## src/rtl/core/phfc_pkg.sv

```systemverilog
// package for the password hash format checker
// holds the item types, the form lengths and the pbkdf2 prefix text
// no dependencies
package phfc_pkg;

    // fixed lengths of the two forms
    localparam logic [6:0] BCRYPT_LENGTH    = 7'd60;
    localparam logic [6:0] SALT_HEX_CHARS   = 7'd32;
    localparam logic [6:0] DIGEST_HEX_CHARS = 7'd64;
    localparam logic [6:0] PREFIX_LENGTH    = 7'd7;

    // format kind codes
    localparam logic [1:0] KIND_NONE   = 2'd0;
    localparam logic [1:0] KIND_BCRYPT = 2'd1;
    localparam logic [1:0] KIND_PBKDF2 = 2'd2;

    // character codes
    localparam logic [7:0] CH_DOLLAR = 8'h24;
    localparam logic [7:0] CH_DOT    = 8'h2e;
    localparam logic [7:0] CH_SLASH  = 8'h2f;
    localparam logic [7:0] CH_ZERO   = 8'h30;
    localparam logic [7:0] CH_TWO    = 8'h32;
    localparam logic [7:0] CH_NINE   = 8'h39;
    localparam logic [7:0] CH_UP_A   = 8'h41;
    localparam logic [7:0] CH_UP_Z   = 8'h5a;
    localparam logic [7:0] CH_LOW_A  = 8'h61;
    localparam logic [7:0] CH_LOW_B  = 8'h62;
    localparam logic [7:0] CH_LOW_F  = 8'h66;
    localparam logic [7:0] CH_LOW_P  = 8'h70;
    localparam logic [7:0] CH_LOW_Y  = 8'h79;
    localparam logic [7:0] CH_LOW_Z  = 8'h7a;

    // one input item
    typedef struct packed {
        logic [7:0] char_code;
        logic       last_char;
        logic       empty_string;
    } in_item_t;

    // one result item
    typedef struct packed {
        logic       hash_valid;
        logic [1:0] format_kind;
    } out_item_t;

    // expected character at each place of the "pbkdf2$" prefix
    function automatic logic [7:0] prefix_char(input logic [2:0] idx);
        logic [7:0] ch;
        case (idx)
            3'd0:    ch = 8'h70;
            3'd1:    ch = 8'h62;
            3'd2:    ch = 8'h6b;
            3'd3:    ch = 8'h64;
            3'd4:    ch = 8'h66;
            3'd5:    ch = 8'h32;
            default: ch = CH_DOLLAR;
        endcase
        return ch;
    endfunction

endpackage

```

## src/rtl/core/password_hash_format_check.sv

```systemverilog
// top level of the password hash format checker
// parses a stored-password string one character per item, uses phfc_pkg
// depends on phfc_pkg only
//
// usage:
//   s_ channel: one character per item (char_code, last_char, empty_string)
//   m_ channel: one result item (hash_valid, format_kind) for each item
//   with last_char or empty_string set, none for other characters
//   throughput: one item per cycle while s_ready is high; the parse state is updated in the
//   same cycle as the item is taken, so the next character follows at once
//   result: shown in the cycle after its last character is accepted, from the
//   output register, when that is empty or being taken; else held in the skid register
//   stall: a two-entry output stage (output register and skid register)
//   keeps taking items while a result waits; s_ready drops only when both
//   hold a result, and characters that give no result then wait too
//   reset: aresetn, synchronous, active low; the parse returns to the
//   start of a string and both output entries are emptied
module password_hash_format_check (
    input  logic                 aclk,
    input  logic                 aresetn,
    input  logic                 s_valid,
    output logic                 s_ready,
    input  phfc_pkg::in_item_t   s_data,
    output logic                 m_valid,
    input  logic                 m_ready,
    output phfc_pkg::out_item_t  m_data
);

    typedef enum logic [3:0] {
        PH_START,
        PH_BCRYPT,
        PH_PREFIX,
        PH_ITER,
        PH_SALT,
        PH_DIGEST,
        PH_FAIL
    } phase_t;

    phase_t              phase_reg, phase_next;
    logic [6:0]          pos_reg, pos_next;
    logic                digits_reg, digits_next;
    logic                m_valid_reg, m_valid_next;
    logic                skid_valid_reg, skid_valid_next;
    phfc_pkg::out_item_t m_data_reg, m_data_next;
    phfc_pkg::out_item_t skid_data_reg, skid_data_next;

    logic                accept;
    logic                take;
    logic                produce;
    phfc_pkg::out_item_t result;
    logic [7:0]          ch;
    logic                is_digit, is_letter, is_low_hex;

    assign accept  = s_valid && s_ready;
    assign take    = m_valid_reg && m_ready;
    assign s_ready = !skid_valid_reg;
    assign m_valid = m_valid_reg;
    assign m_data  = m_data_reg;
    assign produce = accept && (s_data.last_char || s_data.empty_string);

    // character classes
    assign ch        = s_data.char_code;
    assign is_digit  = (ch >= phfc_pkg::CH_ZERO) && (ch <= phfc_pkg::CH_NINE);
    assign is_letter = ((ch >= phfc_pkg::CH_LOW_A) && (ch <= phfc_pkg::CH_LOW_Z))
                    || ((ch >= phfc_pkg::CH_UP_A) && (ch <= phfc_pkg::CH_UP_Z));
    assign is_low_hex = is_digit
                     || ((ch >= phfc_pkg::CH_LOW_A) && (ch <= phfc_pkg::CH_LOW_F));

    // parse step for one character, end-of-string check and result
    always_comb begin
        phase_t     ph;
        logic [6:0] pos;
        logic       dig;
        logic       ok;
        ph     = phase_reg;
        pos    = pos_reg;
        dig    = digits_reg;
        ok     = 1'b0;
        result = '{hash_valid: 1'b0, format_kind: phfc_pkg::KIND_NONE};

        unique case (phase_reg)
            PH_START: begin
                if (ch == phfc_pkg::CH_DOLLAR) begin
                    ph  = PH_BCRYPT;
                    pos = 7'd1;
                    ok  = 1'b1;
                end else if (ch == phfc_pkg::CH_LOW_P) begin
                    ph  = PH_PREFIX;
                    pos = 7'd1;
                    ok  = 1'b1;
                end
            end
            PH_BCRYPT: begin
                if (pos_reg < phfc_pkg::BCRYPT_LENGTH) begin
                    if (pos_reg == 7'd1) begin
                        ok = (ch == phfc_pkg::CH_TWO);
                    end else if (pos_reg == 7'd2) begin
                        ok = (ch == phfc_pkg::CH_LOW_A) || (ch == phfc_pkg::CH_LOW_B)
                          || (ch == phfc_pkg::CH_LOW_Y);
                    end else if (pos_reg == 7'd3 || pos_reg == 7'd6) begin
                        ok = (ch == phfc_pkg::CH_DOLLAR);
                    end else if (pos_reg == 7'd4 || pos_reg == 7'd5) begin
                        ok = is_digit;
                    end else begin
                        ok = is_letter || is_digit || (ch == phfc_pkg::CH_DOT)
                          || (ch == phfc_pkg::CH_SLASH);
                    end
                    pos = pos_reg + 7'd1;
                end
            end
            PH_PREFIX: begin
                if (pos_reg < phfc_pkg::PREFIX_LENGTH
                    && ch == phfc_pkg::prefix_char(pos_reg[2:0])) begin
                    ok  = 1'b1;
                    pos = pos_reg + 7'd1;
                    if (pos == phfc_pkg::PREFIX_LENGTH) begin
                        ph  = PH_ITER;
                        pos = 7'd0;
                        dig = 1'b0;
                    end
                end
            end
            PH_ITER: begin
                if (is_digit) begin
                    dig = 1'b1;
                    ok  = 1'b1;
                end else if (ch == phfc_pkg::CH_DOLLAR && digits_reg) begin
                    ph  = PH_SALT;
                    pos = 7'd0;
                    ok  = 1'b1;
                end
            end
            PH_SALT: begin
                if (is_low_hex && pos_reg < phfc_pkg::SALT_HEX_CHARS) begin
                    pos = pos_reg + 7'd1;
                    ok  = 1'b1;
                end else if (ch == phfc_pkg::CH_DOLLAR
                             && pos_reg == phfc_pkg::SALT_HEX_CHARS) begin
                    ph  = PH_DIGEST;
                    pos = 7'd0;
                    ok  = 1'b1;
                end
            end
            PH_DIGEST: begin
                if (is_low_hex && pos_reg < phfc_pkg::DIGEST_HEX_CHARS) begin
                    pos = pos_reg + 7'd1;
                    ok  = 1'b1;
                end
            end
            default: begin
                ok = 1'b0;
            end
        endcase

        if (!ok) begin
            ph  = PH_FAIL;
            pos = 7'd0;
        end

        // completed form at the last character
        if (ph == PH_BCRYPT && pos == phfc_pkg::BCRYPT_LENGTH) begin
            result = '{hash_valid: 1'b1, format_kind: phfc_pkg::KIND_BCRYPT};
        end else if (ph == PH_DIGEST && pos == phfc_pkg::DIGEST_HEX_CHARS) begin
            result = '{hash_valid: 1'b1, format_kind: phfc_pkg::KIND_PBKDF2};
        end

        // empty string gives not-valid and drops any partial string
        if (s_data.empty_string) begin
            result = '{hash_valid: 1'b0, format_kind: phfc_pkg::KIND_NONE};
        end

        phase_next  = phase_reg;
        pos_next    = pos_reg;
        digits_next = digits_reg;
        if (accept) begin
            if (s_data.empty_string || s_data.last_char) begin
                phase_next  = PH_START;
                pos_next    = 7'd0;
                digits_next = 1'b0;
            end else begin
                phase_next  = ph;
                pos_next    = pos;
                digits_next = dig;
            end
        end
    end

    // output register and skid register
    always_comb begin
        m_valid_next    = m_valid_reg;
        m_data_next     = m_data_reg;
        skid_valid_next = skid_valid_reg;
        skid_data_next  = skid_data_reg;
        if (produce) begin
            if (!m_valid_reg || take) begin
                m_valid_next = 1'b1;
                m_data_next  = result;
            end else begin
                skid_valid_next = 1'b1;
                skid_data_next  = result;
            end
        end else if (take) begin
            if (skid_valid_reg) begin
                m_data_next     = skid_data_reg;
                skid_valid_next = 1'b0;
            end else begin
                m_valid_next = 1'b0;
            end
        end
    end

    // state and registered outputs
    always_ff @(posedge aclk) begin
        if (!aresetn) begin
            phase_reg      <= PH_START;
            pos_reg        <= 7'd0;
            digits_reg     <= 1'b0;
            m_valid_reg    <= 1'b0;
            skid_valid_reg <= 1'b0;
        end else begin
            phase_reg      <= phase_next;
            pos_reg        <= pos_next;
            digits_reg     <= digits_next;
            m_valid_reg    <= m_valid_next;
            skid_valid_reg <= skid_valid_next;
        end
        m_data_reg    <= m_data_next;
        skid_data_reg <= skid_data_next;
    end

`ifndef SYNTHESIS
    // skid entry is only used behind a full output register
    a_skid_behind_out: assert property (@(posedge aclk) disable iff (!aresetn)
        skid_valid_reg |-> m_valid_reg)
        else $error("skid register holds an item with output register empty");

    // a valid hash always carries a form, a failed one never does
    a_kind_matches: assert property (@(posedge aclk) disable iff (!aresetn)
        m_valid_reg |-> (m_data_reg.hash_valid
                         == (m_data_reg.format_kind != phfc_pkg::KIND_NONE)))
        else $error("format kind disagrees with hash valid");

    // each string end returns the parse to its start
    a_end_restarts: assert property (@(posedge aclk) disable iff (!aresetn)
        (s_valid && s_ready && (s_data.last_char || s_data.empty_string))
        |=> (phase_reg == PH_START && pos_reg == 7'd0 && !digits_reg))
        else $error("parse state not cleared after end of string");

    // failed phase keeps no position
    a_fail_pos: assert property (@(posedge aclk) disable iff (!aresetn)
        (phase_reg == PH_FAIL) |-> (pos_reg == 7'd0))
        else $error("failed phase with non-zero position");
`endif

endmodule

```

## config.mk

```make
export PLATFORM = sky130hd
export DESIGN_NAME = password_hash_format_check
export DESIGN_NICKNAME = d
export VERILOG_FILES = /design/src/rtl/core/phfc_pkg.sv /design/src/rtl/core/password_hash_format_check.sv
export SDC_FILE = /design/constraint.sdc
export NUM_CORES = 1
export LEC_CHECK = 0
export ABC_AREA = 1
export BUFFER_PORTS_ARGS = -buffer_cell sky130_fd_sc_hd__buf_4
export CORE_MARGIN = 2
export CORE_UTILIZATION = 56
export DETAILED_ROUTE_END_ITERATION = 16
export GPL_ROUTABILITY_DRIVEN = 0
export HOLD_SLACK_MARGIN = 0.06
export PLACE_DENSITY_LB_ADDON = 0.08
export SLEW_MARGIN = 5
export SYNTH_ARGS = -nofsm -noshare
export SYNTH_HDL_FRONTEND = slang
export SYNTH_SLANG_ARGS = --single-unit
```

## constraint.sdc

```tcl
create_clock -name aclk -period 2.4 [get_ports aclk]
set_input_delay 0.48 -clock aclk [delete_from_list [all_inputs] [get_ports aclk]]
set_output_delay 0.48 -clock aclk [all_outputs]
set_load 0.02 [all_outputs]
```

==> results.env, run 1 <==
YOSYS.AREA.TOP_TYPE='nand2_1'
DRC_ERRORS=0
MAXCAPVIOLCOUNT=0
FINALCLOCKSKEW_PS=17.0
CTS_TREE='done'
POWER_FRAC_SEQ=0.410
WORSTSETUPPATHTYPE='reg -> reg'
FINALSETUPVIOLATIONS=8
CTS_HOLD_BUF=0
IR_WORST_VDD_mV=0.256
TOTAL_LEAKAGE_POWER_nW=1.94
RUN_STATUS='finished with violations'
DETAIL-ROUTE-ANTENNA-NETS=0
CTS.REPORTEDPATHS.CLKPINSLEW_PS=100
PORTION_OF_THE_POST_SYNTHESIS_AREA_USED_BY_SEQUENTIAL_ELEMENTS=0.169
DRTPASS1ITERATIONS=5
WORSTSKEWPAIRLATENCY_PS=280
TIMING_WORST_SLEW_PIN_VALUE_PS=570
SYNTH_ENABLE_FLOP_CELLS=6
ROUTED_WIRELENGTH_MM=10.2
AVGROUTEDWIREPERCELL_UM=15.8
ASYNCSETRESETFLOPFRACSYNTH=0
CRITICAL_PATH_ARRIVAL_PS=2610
POST-ROUTE-WORST-SETUP-SLACK_PS=-183
CTS_INSERTED_BUFFERS=3
FINALSETUPTNS_PS=-732
POWER_DENSITY_mW_PER_MM2=229
SETUP.WORST_PATH.START_CLASS='register'
DIE_BOUNDARY_WIDTH_UM=73.8
NUMPORTBUFFERS=18
GRT_UTIL_ALL_LAYERS=0.337
FAILED_CHECKS='setup timing'
YOSYSWARNINGS=0
DIE-AREA_MM2=0.00544
MAXIMUM_NUMBER_OF_PINS_ON_ONE_NET_BEFORE_GLOBAL_ROUTE_REPAIR=14
VIAS_CELL=5.93
FIRST_GLOBAL_VIAS=3193
CRIT_PATH_END_KIND='register'
GLOBALROUTEOVERFLOWTOTAL=0
WORST_HOLD_PATH_TYPE='in -> reg'
FILL_CELL_TOTAL_OF_THE_FINISHED_LAYOUT=307
FIRST_PASS_GRT_WIRE_LENGTH_MM=14.4
SYNTHESIS.INSTANCES=478
DPL_WORST_SLACK_PS=-169
SYNTH.NET_COUNT=497
CRITPATHREQUIREDTIME_PS=2430
FIN_NETS=599
TOTAL_HALF_PERIMETER_WIRELENGTH_AFTER_LEGALIZATION_AND_DETAILED_PLACEMENT_MM=6.93
CLOCK_TREE.ROOT_CELL='clkbuf_8'
START_UTIL=0.577
FINALHOLDVIOLATIONS=0
CRITICAL_PATH_PEAK_FANOUT=4
DESIGN_POWER_TOTAL_W=0.000880
STD_CELL_ROWS=25
PWR-SHARE-COMB=0.308
PWR-SHARE-CLK=0.283
POST-ROUTE-PERIOD-UTIL=1.08
FIN_AREA_MM2=0.00384
SYNTH.AVG_CELL_AREA_UM2=5.71
NETLIST_AREA_MM2=0.00273
FINAL-MAX-SLEW-VIOLATION-COUNT=0
CTS_NUM_SINKS=20
NUMBER_OF_DIODES=0
RELSLEWSLACK=0.619
PERIOD_MINUS_SLACK_PS=2580
SYNTH-MAIN-FF-CELL='dfxtp_1'
AREA_GROWTH_PCT=40.8
CTS-HTREE-LEVELS=1
NETLIST.AREA_LEADER.SHARE=0.200
FINAL_LAYOUT_SIZE_SUFFIX_GT1_FRAC=0.383
CELLINTERNALPOWER_W=0.000581
CORE-AREA_MM2=0.00472
DRT_ITER0_MARKERS=506
CTSLONGESTPATHBUFFERS=2
UNREPAIRED_SETUP_ENDPOINTS_AFTER_GLOBAL_ROUTING='true'
YS_TOP_CELLS_BY_AREA='nand2_1 (20%), dfxtp_1 (10%), nand3_1 (10%), inv_1 (7.3%), edfxtp_1 (6.6%)'
LARGEST_REGISTER_FFS=7
SYNTH_CELL_TYPES=39
FMAXACHIEVABLE_MHz=387
POST_DP_CELL_AREA_MM2=0.00348
YS_FF_LATCH=20
SWITCHING_POWER_SUMMED_OVER_ALL_NETS_W=0.000299
GRT_ANTENNA_BEFORE_REPAIR=0
DIE_H_UM=73.8
IOS=19
POWER_SWITCHING_SHARE=0.340
ROUTED-VIA-COUNT=3830
[final timing paths]
kind	startpoint	end	slack, ps	cells past startpoint
max	pos_reg[0]	m_data[2]	-180	20
min	aresetn	m_valid	410	3
max reg2reg	pos_reg[0]	m_data[2]	-180	20
min reg2reg	skid_valid_reg	skid_valid_reg	490	2
[cells in the mapped netlist, types with 7 or more instances]
| master | instances |
|---|---|
| a21oi_1 | 21 |
| dfxtp_1 | 14 |
| inv_1 | 53 |
| inv_2 | 13 |
| nand2_1 | 145 |
| nand2_2 | 14 |
| nand3_1 | 56 |
| nand4_1 | 14 |
| nor2_1 | 46 |
| nor2_2 | 13 |
| nor3_1 | 9 |
| o21ai_0 | 14 |
| o21ai_1 | 7 |
[worst max-delay path, cell delays in order, from the launching register on]
cell     delay [ps]
dfxtp_4         380
buf_6           130
ha_4            150
or2_2           290
nand2_2          70
inv_1            50
nand2_1          80
nor2_2           40
nand3_2         120
buf_6           120
inv_4            30
nand3_2          70
nand3_2          80
nor2_2          140
o21ai_2         110
nand3_2         110
nor2_4           60
nand3_4          90
nand3_2          70
nand2_1          80
inv_1            40
[cell type report]
cell class | count | area, um^2 | share of cell area
multi-input combinational | 379 | 2120 | 0.552
timing repair buffer | 109 | 862 | 0.224
sequential | 20 | 469 | 0.122
inverter | 67 | 259 | 0.0674
tap | 67 | 83.8 | 0.0218
clock buffer | 3 | 41.3 | 0.0107
clock inverter | 1 | 3.75 | 0.000977
[through the flow]
step | cells | hold slack, ps | util
2_1_floorplan | 478 | 457 | -
3_3_place_gp | 632 | 472 | 0.737
3_5_place_dp | 632 | 473 | 0.737
4_1_cts | 638 | 409 | 0.763
5_1_grt | 646 | 421 | 0.813
6_report | 646 | 408 | 0.813
[logic make-up (layout without fill, tap and decap cells)]
kind of cell	after synthesis	in the layout	share of synthesized area
AOI/OAI and AO/OA	55	55	0.114
adders and majority gates	5	5	0.0229
buffers and inverters	79	180	0.128
DFF	20	20	0.169
xor gates and xnor gates	2	2	0.00642
and+or+nand+nor	317	317	0.560
[layout by cell type (no fill, tap or decap), types with 11 or more instances in the layout]
cell type / instances
nand4_1: 14
nor2_2: 24
inv_1: 48
inv_2: 16
nand2_1: 134
nor2_1: 35
dfxtp_1: 11
nand3_2: 15
o21ai_0: 12
buf_4: 102
a21oi_1: 19
nand3_1: 45
nand2_2: 22
[layer usage]
| layer | up-vias | global-route usage | share of wire |
|---|---|---|---|
| li1 | 1754 | - | - |
| met1 | 1730 | 0.430 | 0.39 |
| met2 | 273 | 0.566 | 0.46 |
| met3 | 73 | 0.0590 | 0.090 |
| met4 | 0 | 0.121 | 0.054 |
| met5 | - | 0 | 0 |
[power by group through the flow]
stage	Combinational [W]	Clock [W]	Sequential, W
2_1_floorplan	0.000134	0	0.000377
3_3_place_gp	0.000245	0	0.000370
3_5_place_dp	0.000249	0	0.000371
4_1_cts	0.000252	0.000237	0.000360
5_1_grt	0.000293	0.000262	0.000361
6_report	0.000271	0.000249	0.000361
[what timing repair did]
| item | CTS | global route |
|---|---|---|
| setup buffers | 2 | 8 |
| setup endpoints to repair | 7 | 10 |
| pin swaps | 9 | 29 |
| resized for setup | 20 | 49 |
Note: power is estimated with default switching activity, not from simulation.
==> run 2: changes to the inputs <==
- BUFFER_PORTS_ARGS: -buffer_cell sky130_fd_sc_hd__buf_4 -> -buffer_cell sky130_fd_sc_hd__clkbuf_2
==> run 2 against run 1 <==
- clock skew decreased by 7.8 ps
- highest routed layer unchanged
- the run still ends with setup timing left
- global-route usage is 0.42 points higher
- hold slack better by 12 ps
- cell count is 2.0% lower
- routed wire length fell by 5.9%
- die area unchanged
==> results.env, run 2 (same netlist as run 1, synthesis figures left out) <==
RUN_STATUS='finished with violations'
FAILED_CHECKS='setup timing'
ROUTED-VIA-COUNT=3653  # -4.6%
START_UTIL=0.577  # unchanged
POST-ROUTE-PERIOD-UTIL=1.07  # -0.00614
MET2ROUTEDLENGTH_MM=4.47  # -5.3%
HOLD-WORST-SLACK_PS=420  # +12.2 ps
DIE_H_UM=73.8  # unchanged
POWER_DENSITY_mW_PER_MM2=233  # +1.9%
CRITICAL_PATH_ORIGIN='pos_reg[1]'
FMAXACHIEVABLE_MHz=389  # +0.57%
DRTPASS1ITERATIONS=8  # +3
IOS=19  # unchanged
MAXIMUM_NUMBER_OF_PINS_ON_ONE_NET_BEFORE_GLOBAL_ROUTE_REPAIR=18  # +4
ROUTED_WIRELENGTH_MM=9.63  # -5.9%
DIE_BOUNDARY_WIDTH_UM=73.8  # unchanged
CTS_TREE='done'
CTS_HOLD_BUF=0  # unchanged
VIAS_CELL=5.77  # -2.7%
MOST-COMMON-LAYOUT-CELLS='nand2_1 (130), buf_4 (73), inv_1 (49)'
NUMPORTBUFFERS=18  # unchanged
GRT_UTIL_ALL_LAYERS=0.341  # +0.00424
CRITICAL_PATH_PEAK_FANOUT=7  # +3
FINAL-MAX-SLEW-VIOLATION-COUNT=0  # unchanged
POST-ROUTE-WORST-SETUP-SLACK_PS=-168  # +14.7 ps
CRITPATHREQUIREDTIME_PS=2550  # +120 ps
REG2REGPATHDEPTH=18  # -10%
WORST-R2R-SETUP-SLACK_PS=-170  # about the same
STD_CELL_ROWS=25  # unchanged
FINAL_LAYOUT_SIZE_SUFFIX_GT1_FRAC=0.360  # -0.0230
CTSLONGESTPATHBUFFERS=2  # unchanged
CTS_INSERTED_BUFFERS=3  # unchanged
DIE-AREA_MM2=0.00544  # unchanged
WORST_HOLD_PATH_TYPE='in -> reg'
PERIOD_MINUS_SLACK_PS=2570  # -14.7 ps
CTS.REPORTEDPATHS.CLKPINSLEW_PS=90  # about the same
CTS_NUM_SINKS=20  # unchanged
DRT_ITER0_MARKERS=346  # -32%
M1WIRELENGTH_MM=3.88  # -3.8%
TOTAL_LENGTH_OF_ROUTED_MET3_WIRES_UM=826  # -11%
PWR-SHARE-CLK=0.282  # about the same
CRITICAL_PATH_ARRIVAL_PS=2720  # +110 ps
TIMING_WORST_SLEW_PIN_VALUE_PS=517  # -53.5 ps
MAXUSEDROUTINGLAYER='met4'
FINALCLOCKSKEW_PS=9.18  # -7.82 ps
UNREPAIRED_SETUP_ENDPOINTS_AFTER_GLOBAL_ROUTING='true'
WORSTSETUPPATHTYPE='reg -> reg'
DETAIL-ROUTE-ANTENNA-NETS=0  # unchanged
MOST_FREQUENT_STANDARD_CELL_IN_THE_LAYOUT_EXCLUDING_FILL_AND_TAP_CELLS='nand2_1'
TOTAL_LEAKAGE_POWER_nW=1.83  # -5.5%
HOLD-PATH-CELL-COUNT=3  # unchanged
SWITCHING_POWER_SUMMED_OVER_ALL_NETS_W=0.000293  # -1.9%
POWER_SWITCHING_SHARE=0.340  # about the same
FIRST_PASS_GRT_WIRE_LENGTH_MM=14.5  # +0.81%
AVGROUTEDWIREPERCELL_UM=15.2  # -3.9%
POWER_FRAC_SEQ=0.418  # +0.008
FINALSETUPVIOLATIONS=6  # -2
CLOCK_TREE.ROOT_CELL='clkbuf_8'
FIN_NETS=586  # -2.2%
IR_WORST_VDD_mV=0.241  # -5.7%
FINALHOLDVIOLATIONS=0  # unchanged
FINALSETUPTNS_PS=-735  # -3.00 ps
MAXCAPVIOLCOUNT=0  # unchanged
SETUP.WORST_PATH.START_CLASS='register'
DRC_ERRORS=0  # unchanged
GLOBALROUTEOVERFLOWTOTAL=0  # unchanged
CTS-HTREE-LEVELS=1  # unchanged
CRIT_PATH_END_KIND='register'
LARGEST_REGISTER_FFS=7  # unchanged
CELLINTERNALPOWER_W=0.000570  # -1.8%
AREA_GROWTH_PCT=35.6
TIMING.HOLD.WORST.START='aresetn'
REG_TO_REG_START='pos_reg[1]'
GRT_ANTENNA_BEFORE_REPAIR=0  # unchanged
PWR-SHARE-COMB=0.299  # -0.009
NUMBER_OF_DIODES=0  # unchanged
FIRST_GLOBAL_VIAS=3230  # +1.2%
TOTAL_HALF_PERIMETER_WIRELENGTH_AFTER_LEGALIZATION_AND_DETAILED_PLACEMENT_MM=6.86  # -0.96%
WORSTSKEWPAIRLATENCY_PS=270  # about the same
CORE-AREA_MM2=0.00472  # unchanged
HOLD-PATH-ENDPOINT='m_valid'
TIMING.RR.END='skid_data_reg[1]'
RELSLEWSLACK=0.654  # +0.0358
-- run 2: cell count changes in the layout (fill, tap and decap cells not counted), sizes merged --
cell | previous run | this run
buf | 109 | 78
clkbuf | 3 | 21
-- run 2: worst max-delay path by stage --
stage                       endpoint  depth (start not counted)  slack, ps
floorplan                  m_data[2]                         20        100
global placement           m_data[2]                         19       -130
CTS                        m_data[1]                         16        0.7
finish              skid_data_reg[1]                         18       -170
global route               m_data[2]                         17       -340
detailed placement         m_data[1]                         17       -170
-- run 2: per-stage QoR --
step                area [um^2]  setup slack, ps  utilization  total power [W]  cells
floorplan                  2730              101            -         0.000511    478
global placement           3310             -132        0.701         0.000603    617
detailed placement         3310             -166        0.701         0.000608    617
CTS                        3420            0.741        0.725         0.000846    622
global route               3700             -339        0.783         0.000902    633
finish                     3700             -168        0.783         0.000864    633
-- run 2: repair_timing --
item | in CTS | in global routing
buffers inserted | 1 | 11
pin swaps | 2 | 34
resized for setup | 14 | 57
endpoints found under the setup margin | 6 | 10
-- run 2: per-layer routing --
layer	up-vias	GRT usage
li1	1729	-
met1	1665	0.439
met2	204	0.555
met3	55	0.0672
met4	0	0.141
met5	-	0
-- run 2: worst max-delay path, stage by stage (launching register included) --
cell and delay, ps:
dfxtp_4 410, buf_8 140, ha_4 160, or2_4 120, nand2_2 50, inv_2 60, nand2_2 60, nor2_2 90
nand3_2 140, nand2_1 140, nand3_1 90, nand3_1 90, nand2_1 100, nor3_4 240, nand2_2 90, nor2_4 160
nand3_4 110, buf_4 150, inv_1 40
-- run 2: final cells by class --
type / count / area (um^2)
Timing Repair Buffer: 96 / 711
Multi-Input combinational cell: 379 / 2130
Inverter: 67 / 264
Sequential cell: 20 / 468
Clock buffer: 3 / 41.3
Tap cell: 67 / 83.8
Clock inverter: 1 / 3.75
Fill cell: 368 / 1020
-- run 2: power groups by stage --
stage / clock, W / sequential, W / combinational, W
after floorplan: 0 / 0.000377 / 0.000134
final: 0.000244 / 0.000361 / 0.000258
after CTS: 0.000244 / 0.000363 / 0.000238
after global placement: 0 / 0.000371 / 0.000232
after detailed placement: 0 / 0.000371 / 0.000236
after global routing: 0.000258 / 0.000362 / 0.000282
